==> src/rtl/assert_macros.svh <==
// ----------------------------------------------------------------------------
// Assertion macros used by the scanner RTL
// Same-cycle-implication and next-cycle-implication checks on clk / arst_n.
// ----------------------------------------------------------------------------
`ifndef ASSERT_MACROS_SVH
`define ASSERT_MACROS_SVH

// Check that cons holds in the same cycle as ante
`define ASSERT_SAME(label, ante, cons) \
	label: assert property (@(posedge clk) disable iff (!arst_n) (ante) |-> (cons)) \
		else $error("same-cycle check failed");

// Check that cons holds in the cycle after ante
`define ASSERT_NEXT(label, ante, cons) \
	label: assert property (@(posedge clk) disable iff (!arst_n) (ante) |=> (cons)) \
		else $error("next-cycle check failed");

`endif

==> src/rtl/llms_pkg.sv <==
// ----------------------------------------------------------------------------
// llms_pkg
// Codes, scan state type and the RGB565 component expansion of the scanner.
// ----------------------------------------------------------------------------
`default_nettype none

package llms_pkg;

	// Operation codes of an input item
	localparam logic OP_WRITE = 1'b0;
	localparam logic OP_TICK  = 1'b1;

	// Colour codes
	localparam logic [1:0] COLOR_RED   = 2'd0;
	localparam logic [1:0] COLOR_GREEN = 2'd1;
	localparam logic [1:0] COLOR_BLUE  = 2'd2;
	localparam int         COLORS      = 3;

	// RGB565 component masks and low fill patterns
	localparam logic [15:0] MASK_RED   = 16'hF800;
	localparam logic [15:0] MASK_GREEN = 16'h07E0;
	localparam logic [15:0] MASK_BLUE  = 16'h001F;
	localparam logic [15:0] FILL_RB    = 16'h07FF;
	localparam logic [15:0] FILL_GREEN = 16'h03FF;

	// Sequencer states
	typedef enum logic [3:0] {
		ST_CLEAR = 4'b0001,
		ST_IDLE  = 4'b0010,
		ST_BASE  = 4'b0100,
		ST_RUN   = 4'b1000
	} state_t;

	// Expand the selected component to 12 bits: component on top, ones below, zero stays zero
	function automatic logic [11:0] expand_color(input logic [15:0] px, input logic [1:0] sel);
		logic [15:0] t;
		logic        z;
		begin
			case (sel)
				COLOR_RED: begin
					z = (px & MASK_RED) == 16'd0;
					t = (px | FILL_RB) >> 4;
				end
				COLOR_GREEN: begin
					z = (px & MASK_GREEN) == 16'd0;
					t = (16'(px << 5) | FILL_GREEN) >> 4;
				end
				default: begin
					z = (px & MASK_BLUE) == 16'd0;
					t = (16'(px << 11) | FILL_RB) >> 4;
				end
			endcase
			expand_color = z ? 12'd0 : t[11:0];
		end
	endfunction

endpackage

`default_nettype wire

==> src/rtl/led_layer_multiplex_scanner.sv <==
// ----------------------------------------------------------------------------
// led_layer_multiplex_scanner
// Multiplexed LED matrix scan: pixel store, scan counters and intensity stream.
// ----------------------------------------------------------------------------
// After reset the block sweeps the pixel store to zero, one word per cycle
// over all LEDS_PER_LAYER*LAYERS*QUARTERS words, and only then raises
// in_ready. A write item is stored as it transfers. A tick item advances the
// colour, layer and quarter counters and then streams LEDS_PER_LAYER results,
// one per cycle while the output is not stalled, through the single pixel
// memory read port and the shared component expander; in_ready stays low
// after the tick transfer while the block forms the row base, issues the
// LEDS_PER_LAYER reads, moves the last word into the output register and
// returns to idle; the last result is already offered by then.
`default_nettype none

`include "assert_macros.svh"

module led_layer_multiplex_scanner #(
	parameter int LEDS_PER_LAYER = 16,
	parameter int QUARTERS       = 4,
	parameter int LAYERS         = 3
) (
	input  wire logic        clk,
	input  wire logic        arst_n,
	input  wire logic        in_valid,
	output logic             in_ready,
	input  wire logic        operation,
	input  wire logic [7:0]  pixel_index,
	input  wire logic [15:0] pixel_value,
	output logic             out_valid,
	input  wire logic        out_ready,
	output logic [5:0]       led_channel,
	output logic [11:0]      gray_value,
	output logic [1:0]       quarter_select,
	output logic [1:0]       layer_select,
	output logic [1:0]       color_select,
	output logic             last
);
	import llms_pkg::*;

	localparam int DEPTH = LEDS_PER_LAYER * LAYERS * QUARTERS;
	localparam int AW    = (DEPTH > 1) ? $clog2(DEPTH) : 1;
	localparam int LCW   = $clog2(LEDS_PER_LAYER + 1);

	state_t            state_q;
	logic [AW-1:0]     clr_q;
	logic [AW-1:0]     base_q;
	logic [LCW-1:0]    iss_q;
	logic [1:0]        quarter_q, layer_q, color_q;
	logic [1:0]        quarter_d, layer_d, color_d;
	logic [2:0]        c_inc, l_inc, q_inc;

	logic [15:0]       mem [DEPTH];
	logic              mem_we;
	logic [AW-1:0]     mem_wa;
	logic [15:0]       mem_wd;
	logic [AW-1:0]     rd_addr;

	logic              rd_valid_s1;
	logic [15:0]       rd_data_s1;
	logic [5:0]        led_s1;
	logic              last_s1;

	logic              in_xfer, wr_xfer, tick_xfer, wr_in_range;
	logic              issue, out_load, iss_done;

	// Handshake decode
	assign in_ready    = (state_q == ST_IDLE);
	assign in_xfer     = in_valid && in_ready;
	assign wr_xfer     = in_xfer && (operation == OP_WRITE);
	assign tick_xfer   = in_xfer && (operation == OP_TICK);
	assign wr_in_range = {24'd0, pixel_index} < 32'(DEPTH);

	// Advance colour, carry into layer, then into quarter
	always_comb begin
		c_inc     = {1'b0, color_q} + 3'd1;
		l_inc     = {1'b0, layer_q} + 3'd1;
		q_inc     = {1'b0, quarter_q} + 3'd1;
		color_d   = color_q;
		layer_d   = layer_q;
		quarter_d = quarter_q;
		if (c_inc >= 3'(COLORS)) begin
			color_d = 2'd0;
			if (l_inc >= 3'(LAYERS)) begin
				layer_d = 2'd0;
				quarter_d = (q_inc >= 3'(QUARTERS)) ? 2'd0 : q_inc[1:0];
			end else begin
				layer_d = l_inc[1:0];
			end
		end else begin
			color_d = c_inc[1:0];
		end
	end

	// Read issue and output load with stall
	assign iss_done = (iss_q == LCW'(LEDS_PER_LAYER));
	assign out_load = rd_valid_s1 && (!out_valid || out_ready);
	assign issue    = (state_q == ST_RUN) && !iss_done && (!rd_valid_s1 || out_load);
	assign rd_addr  = AW'(base_q + AW'(iss_q));

	// Memory write port: clearing sweep or pixel write
	always_comb begin
		mem_we = 1'b0;
		mem_wa = clr_q;
		mem_wd = 16'd0;
		if (state_q == ST_CLEAR) begin
			mem_we = 1'b1;
		end else if (wr_xfer && wr_in_range) begin
			mem_we = 1'b1;
			mem_wa = AW'(pixel_index);
			mem_wd = pixel_value;
		end
	end

	// Pixel store, registered read
	always_ff @(posedge clk) begin
		if (mem_we) begin
			mem[mem_wa] <= mem_wd;
		end
		if (issue) begin
			rd_data_s1 <= mem[rd_addr];
			led_s1     <= 6'(iss_q);
			last_s1    <= (iss_q == LCW'(LEDS_PER_LAYER - 1));
		end
	end

	// Sequencer and scan counters
	always_ff @(posedge clk or negedge arst_n) begin
		if (!arst_n) begin
			state_q     <= ST_CLEAR;
			clr_q       <= '0;
			base_q      <= '0;
			iss_q       <= '0;
			quarter_q   <= 2'd0;
			layer_q     <= 2'd0;
			color_q     <= 2'd0;
			rd_valid_s1 <= 1'b0;
		end else begin
			unique case (state_q)
				ST_CLEAR: begin
					clr_q <= AW'(clr_q + 1'b1);
					if (clr_q == AW'(DEPTH - 1)) begin
						state_q <= ST_IDLE;
					end
				end
				ST_IDLE: begin
					if (tick_xfer) begin
						quarter_q <= quarter_d;
						layer_q   <= layer_d;
						color_q   <= color_d;
						state_q   <= ST_BASE;
					end
				end
				ST_BASE: begin
					base_q  <= AW'((32'(quarter_q) * LAYERS + 32'(layer_q)) * LEDS_PER_LAYER);
					iss_q   <= '0;
					state_q <= ST_RUN;
				end
				ST_RUN: begin
					if (issue) begin
						iss_q <= LCW'(iss_q + 1'b1);
					end
					if (iss_done && !rd_valid_s1) begin
						state_q <= ST_IDLE;
					end
				end
				default: begin
					state_q <= ST_IDLE;
				end
			endcase
			if (issue) begin
				rd_valid_s1 <= 1'b1;
			end else if (out_load) begin
				rd_valid_s1 <= 1'b0;
			end
		end
	end

	// Output register valid
	always_ff @(posedge clk or negedge arst_n) begin
		if (!arst_n) begin
			out_valid <= 1'b0;
		end else if (out_load) begin
			out_valid <= 1'b1;
		end else if (out_ready) begin
			out_valid <= 1'b0;
		end
	end

	// Output register payload: expand and capture selects
	always_ff @(posedge clk) begin
		if (out_load) begin
			led_channel    <= led_s1;
			gray_value     <= expand_color(rd_data_s1, color_q);
			quarter_select <= quarter_q;
			layer_select   <= layer_q;
			color_select   <= color_q;
			last           <= last_s1;
		end
	end

	// Checks
	`ASSERT_SAME(a_last_is_top_led, out_valid && last, led_channel == 6'(LEDS_PER_LAYER - 1))
	`ASSERT_SAME(a_idle_drained, in_ready, !rd_valid_s1)
	`ASSERT_NEXT(a_tick_to_base, tick_xfer, state_q == ST_BASE)
	`ASSERT_SAME(a_color_range, 1'b1, color_q != 2'd3)

endmodule

`default_nettype wire

==> config.mk <==
export PLATFORM = sky130hd
export DESIGN_NAME = led_layer_multiplex_scanner
export DESIGN_NICKNAME = d
export VERILOG_FILES = /design/src/rtl/llms_pkg.sv /design/src/rtl/led_layer_multiplex_scanner.sv
export VERILOG_INCLUDE_DIRS = /design/src /design/src/rtl
export SDC_FILE = /design/constraint.sdc
export NUM_CORES = 2
export LEC_CHECK = 0
export ABC_AREA = 1
export BUFFER_PORTS_ARGS = -buffer_cell sky130_fd_sc_hd__buf_4
export CORE_MARGIN = 5
export CORE_UTILIZATION = 55
export DETAILED_ROUTE_END_ITERATION = 8
export GPL_TIMING_DRIVEN = 0
export PLACE_DENSITY_LB_ADDON = 0.2
export REMOVE_ABC_BUFFERS = 1
export SYNTH_ARGS = -nofsm -noshare
export SYNTH_HDL_FRONTEND = slang
export SYNTH_SLANG_ARGS = --single-unit
==> constraint.sdc <==
create_clock -name clk -period 13.4 [get_ports clk]
set_input_delay 0.67 -clock clk [delete_from_list [all_inputs] [get_ports clk]]
set_output_delay 0.67 -clock clk [all_outputs]
set_load 0.1 [all_outputs]
Yosys cells after proc, flatten, opt, wreduce, memory -nomap -nowiden. Memories as Yosys holds them, arrays and structs flattened. A register that Yosys moved wholly into a read port is not among the register bits. Index checks and enable logic that the tools add are counted.

Bits in latches: 0. Bits in read-only memories: 0. Bits in registers: 59. Input bits: 29. Bits in writable memories: 3072. Memories kept: 1. Output and inout port bits: 27. Word-level logic and storage cells: 92.

Memories: mem (words 192, width 16, rd ports 1, clocked after Yosys merged registers in 1, write ports 1, line led_layer_multiplex_scanner.sv:53) `logic [15:0] mem [DEPTH];`.

Divide/modulo/power cells: 0. Add/subtract/negate cells: 7. Shifts and indexed selects: 0. Reduce and logical (&&, ||, !) cells: 25. $lt $le $gt $ge: 4. Bitwise gates (word level): 1. Multipliers: 1. Muxes and demuxes: 24. Equal/unequal tests: 12.

Operators by type and width (number): zero test 16 bit (3); two-way mux 16 bit (2); case mux 12 bit (2 select lines) (1); two-way mux 8 bit (2); case mux 4 bit (4 select lines) (1); two-way mux 4 bit (3); case mux 5 bit (2 select lines) (1); adder 2 x 1 -> 3 bit (second input constant) (3); two-way mux 1 bit (9); adder 8 x 1 -> 8 bit (second input constant) (1); adder 8 x 5 -> 8 bit (1); == test 8 bit (second input constant) (1); logical AND 1 bit (8); < comparator 8 bit (second input constant) (1); greater-or-equal comparator 3 x 2 -> 1 bit (second input constant) (2); two-way mux 2 bit (3); inequality test 2 x 1 -> 1 bit (second input constant) (3); AND reduction 3 bit (2); nonzero test 2 bit (3); adder 5 x 1 -> 5 bit (second input constant) (1); == test 5 x 4 -> 1 bit (second input constant) (1); == test 5 bit (second input constant) (1); two-way mux 5 bit (1); adder 4 x 2 -> 4 bit (1); other kinds (15) (19).

Logic depth before layout (Yosys ltp).
Depth after elaboration: 8. Depth in mapped cells: 16. Depth with buffers taken out: 13.

Worst setup path before layout. Ideal clock, no wire load.

Path type: register -> register. From: register state_q[3]. To: memory mem[0][10], data pin. Cell stages (with the launch flop): 9. Library setup time: 1.095 ns. Period minus slack after synthesis: 7.099 ns. Arrival: 6.004 ns. Buffers on the path: 1. Data required time: 12.305 ns. Slack: 6.301 ns. Cells stage by stage: dfrtp_1 nor2_2 nand3_2 inv_2 nand2_2 nor2_8 inv_4 clkbuf_1 nor2_1.

Cells in the longest elaborated chain, start to end: 6. Elaborated cells between the ends (all ways): 7. Classes of those cells: eq/ne (2); mux (2); reduce/logical (3).

RTL lines: start: declaration (line led_layer_multiplex_scanner.sv:45) `state_t state_q;`; start signal: assignment (line led_layer_multiplex_scanner.sv:130) `state_q <= ST_CLEAR;`; start signal: assignment (line led_layer_multiplex_scanner.sv:143) `state_q <= ST_IDLE;`; start signal: assignment (line led_layer_multiplex_scanner.sv:151) `state_q <= ST_BASE;`; == test 4 x 2 -> 1 bit (line led_layer_multiplex_scanner.sv:68) `assign in_ready = (state_q == ST_IDLE);`; net in_ready (line led_layer_multiplex_scanner.sv:26) `output logic in_ready,`; logical AND 1 bit (line led_layer_multiplex_scanner.sv:69) `assign in_xfer = in_valid && in_ready;`; logical AND 1 bit (line led_layer_multiplex_scanner.sv:70) `assign wr_xfer = in_xfer && (operation == OP_WRITE);`; logical AND 1 bit (line led_layer_multiplex_scanner.sv:108) `end else if (wr_xfer && wr_in_range) begin`; two-way mux 16 bit (line led_layer_multiplex_scanner.sv:108); two-way mux 16 bit (line led_layer_multiplex_scanner.sv:106) `if (state_q == ST_CLEAR) begin`; net mem_wd[10] (line led_layer_multiplex_scanner.sv:56) `logic [15:0] mem_wd;`; end: declaration (line led_layer_multiplex_scanner.sv:53).

The timed path passes the listed nets, and every way through them passes these cells.

Worst setup path after layout.
From: register iss_q[0]. To: register rd_data_s1[2] (read register of mem), data pin.

Cells in the longest elaborated chain, start to end: 4. Elaborated cells between the ends (all ways): 5. Classes of those cells: add/sub (1); eq/ne (1); reduce/logical (3).

RTL lines: start: declaration (line led_layer_multiplex_scanner.sv:48) `logic [LCW-1:0] iss_q;`; start signal: assignment (line led_layer_multiplex_scanner.sv:161) `iss_q <= LCW'(iss_q + 1'b1);`; branches (longest 4 deep; another with adder 8 x 5 -> 8 bit); end: declaration (line led_layer_multiplex_scanner.sv:60) `logic [15:0] rd_data_s1;`.

Parallel ways; which one is timed is not known. A chain may end at the register's enable or synchronous reset.

==> flow_summary.ini <==
[run_status]
status = completed

[timing]
hold_viol_final = 0
tns_ps = 0
min_period_ps = 5840
worstMarginPinSlew_ps = 1100
holdWs_ps = 189
max_freq_mhz = 171
rsz0062_at_grt = no
max-slew-margin-rel_pct = 26.5
final_max_slew_viol_count = 0
finalClockSkew_ps = 39.3
finalCritPeriodShare_pct = 43.6
setup_viol = 0

[drt]
wl_per_cell_microns = 23.9
drc = 0
drt_iter0_drc = 10500
viasPerCell = 5.83
totalWireLength_microns = 351000
vias = 85700
ant_nets = 0
dr.pass1.iters = 6

[yosys]
ys_ff_latch = 3142
ys_warn_count = 0
synthesis.instances = 11300
synthesis.area_sq_um = 129000
synth_edf_count = 3113
syn_avg_cell_area_sq_um = 11.4
synth.distinct_cells = 41
synth_ff_type = edfxtp_1
seq_area_frac_synth_pct = 73.3
synthArstFlopShare_pct = 0.923

[clocking]
cts_resized = 0
clockRootBuffer = clkbuf_16
cts.sinks = 3142
cts.path.max_buffers = 4
cts_tree = yes
cts_buffers = 330
clk_latency_ps = 940
clk_pin_slew_ps = 70
cts.htree.levels = 5

[die]
start_util_pct = 55.2
die_area_sq_um = 244000
die_y_microns = 494
rows = 177
io_pins = 56
coreArea_sq_um = 233000
die_w_microns = 494

[setup_path]
start_kind = register
cp_max_fo = 173
cp-end-kind = register
r2r_cells = 18
criticalPathCategory = reg -> reg
required_ps = 14200
worstPathArrival_ps = 6640

[worst_hold_path]
worstHoldPathCells = 3
min_path_type = in -> reg

[final_layout]
layout_commonest_cell = edfxtp_1
drive_above_1_share_pct = 9.30
area_delta_synth_final_pct = 14.5
nFillCells = 17100
fin_nets = 11400
mostFrequentLayoutCells = edfxtp_1, nand2_1, nor2_1

[placement]
dp_hpwl_microns = 212000
routabilityCongestion = 0.832
portBuffers = 54

[global_route]
antenna_found_initial = 3
grt_pass1_vias = 81200
grt_max_degree = 174
grt_pass1_wl_microns = 521000
grt_overflow = 0
track_usage_pct = 28.4

[pwr]
power_density_nw_per_um2 = 199
p_leak_nw = 52.9
vdd_drop_max_uv = 268

[flow_run]
drv_cap = 0
[power breakdown]
group	leakage, nW	internal [W]	switching [W]
Sequential	26.9	0.0109	0.0000754
Clock	4.94	0.00507	0.00367
Combinational	21.0	0.00264	0.00691
Total	52.9	0.0186	0.0107
[path summary, 6_finish.rpt]
kind	from	endpoint	slack, ps
min in group asynchronous	arst_n	out_valid$_DFFE_PN0P_	220
worst min register to register	led_s1[3]$_DFFE_PP_	led_channel[3]$_DFFE_PP_	420
max in group asynchronous	arst_n	iss_q[1]$_DFFE_PN0P_	12820
worst min-delay path	pixel_value[5]	mem[141][5]$_DFFE_PP_	190
worst max-delay path	iss_q[0]$_DFFE_PN0P_	rd_data_s1[2]$_DFFE_PP_	7560
worst max register to register	iss_q[0]$_DFFE_PN0P_	rd_data_s1[2]$_DFFE_PP_	7560
[Yosys cell counts (8+ instances only)]
cell type | instances | area (sq um)
nand2_2 | 11 | 68.8
inv_2 | 8 | 30.0
nor3_1 | 8 | 40.0
nand2_1 | 2867 | 10800
buf_1 | 89 | 334
nor2_1 | 1610 | 6040
edfxtp_1 | 3113 | 93500
buf_4 | 22 | 165
o21ai_0 | 911 | 4560
nand4_1 | 44 | 275
nand3_2 | 10 | 100
clkbuf_1 | 280 | 1050
a21oi_1 | 332 | 1660
dfrtp_1 | 28 | 701
o22ai_1 | 143 | 895
nand3_1 | 811 | 4060
buf_2 | 258 | 1290
ha_1 | 9 | 113
inv_1 | 663 | 2490
[worst max-delay path: stages, from the launching register on]
cell and delay (ps):
dfrtp_4 620, buf_16 290, buf_16 260, buf_16 290
inv_8 460, buf_16 340, buf_16 390, buf_16 430
buf_16 430, o21ai_0 200, nand2_1 100, nand2_1 50
nand2_1 180, nor2_1 80, a21oi_1 130, nand2_1 250
nand2_1 190, nand2_1 70, nand2_1 120
[sequential cells by signal, indices dropped and copies added, names as in the netlist]
name / flops
base_q: 4
last: 1
color_select: 2
rd_data_s1: 16
mem: 3072
last_s1: 1
layer_q: 2
layer_select: 2
clr_q: 8
quarter_select: 2
iss_q: 5
state_q: 4
color_q: 2
led_s1: 5
led_channel: 5
gray_value: 7
rd_valid_s1: 1
quarter_q: 2
out_valid: 1
[stage by stage]
stage                     std cells  setup WS (ps)  utilization (%)  total power (W)  instance area [sq um]
after floorplan               10600        -132810                -           0.0166                 126000
after global placement        13800        -386240             55.9           0.0184                 130000
after detailed placement      14100           7690             58.9           0.0206                 137000
after CTS                     14700           7680             63.3           0.0292                 147000
after global routing          14700           7230             63.3           0.0306                 147000
final                         14700           7560             63.3           0.0293                 147000
[cell families (layout without fill, tap and decap cells)]
logic type,after synthesis,count (layout),share of synthesized area [%]
and+or+nand+nor,5384,5384,16.8
adders and majority gates,11,11,0.119
buffers and inverters,1327,1623,4.20
AOI/OAI and AO/OA,1396,1396,5.60
xor gates and xnor gates,9,9,0.0613
other,1,6,0.00292
DFF,3142,3142,73.3
[what timing repair did]
| item | CTS | global route |
|---|---|---|
| setup buffers | 0 | 0 |
| hold endpoints to repair | 30 | 0 |
| hold buffers | 2 | 0 |
[area by class of cell]
| cell class | instances | area [sq um] | area share (%) |
|---|---|---|---|
| antenna | 5 | 12.5 | 0.00850 |
| tap | 3132 | 3920 | 2.66 |
| clock buffer | 397 | 8650 | 5.87 |
| sequential | 3142 | 94200 | 64.0 |
| multi-input combinational | 6801 | 29700 | 20.1 |
| timing repair buffer | 378 | 6770 | 4.60 |
| inverter | 676 | 2570 | 1.75 |
| clock inverter | 172 | 1460 | 0.989 |
[routing by layer]
layer / vias up / GRT usage, % / wire [microns]
li1: 38700 / - / -
met1: 41800 / 40.4 / 138000
met2: 4481 / 44.2 / 163000
met3: 757 / 4.79 / 34100
met4: 0 / 11.7 / 15800
met5: - / 0 / 0
(Power assumes the default switching activity.)
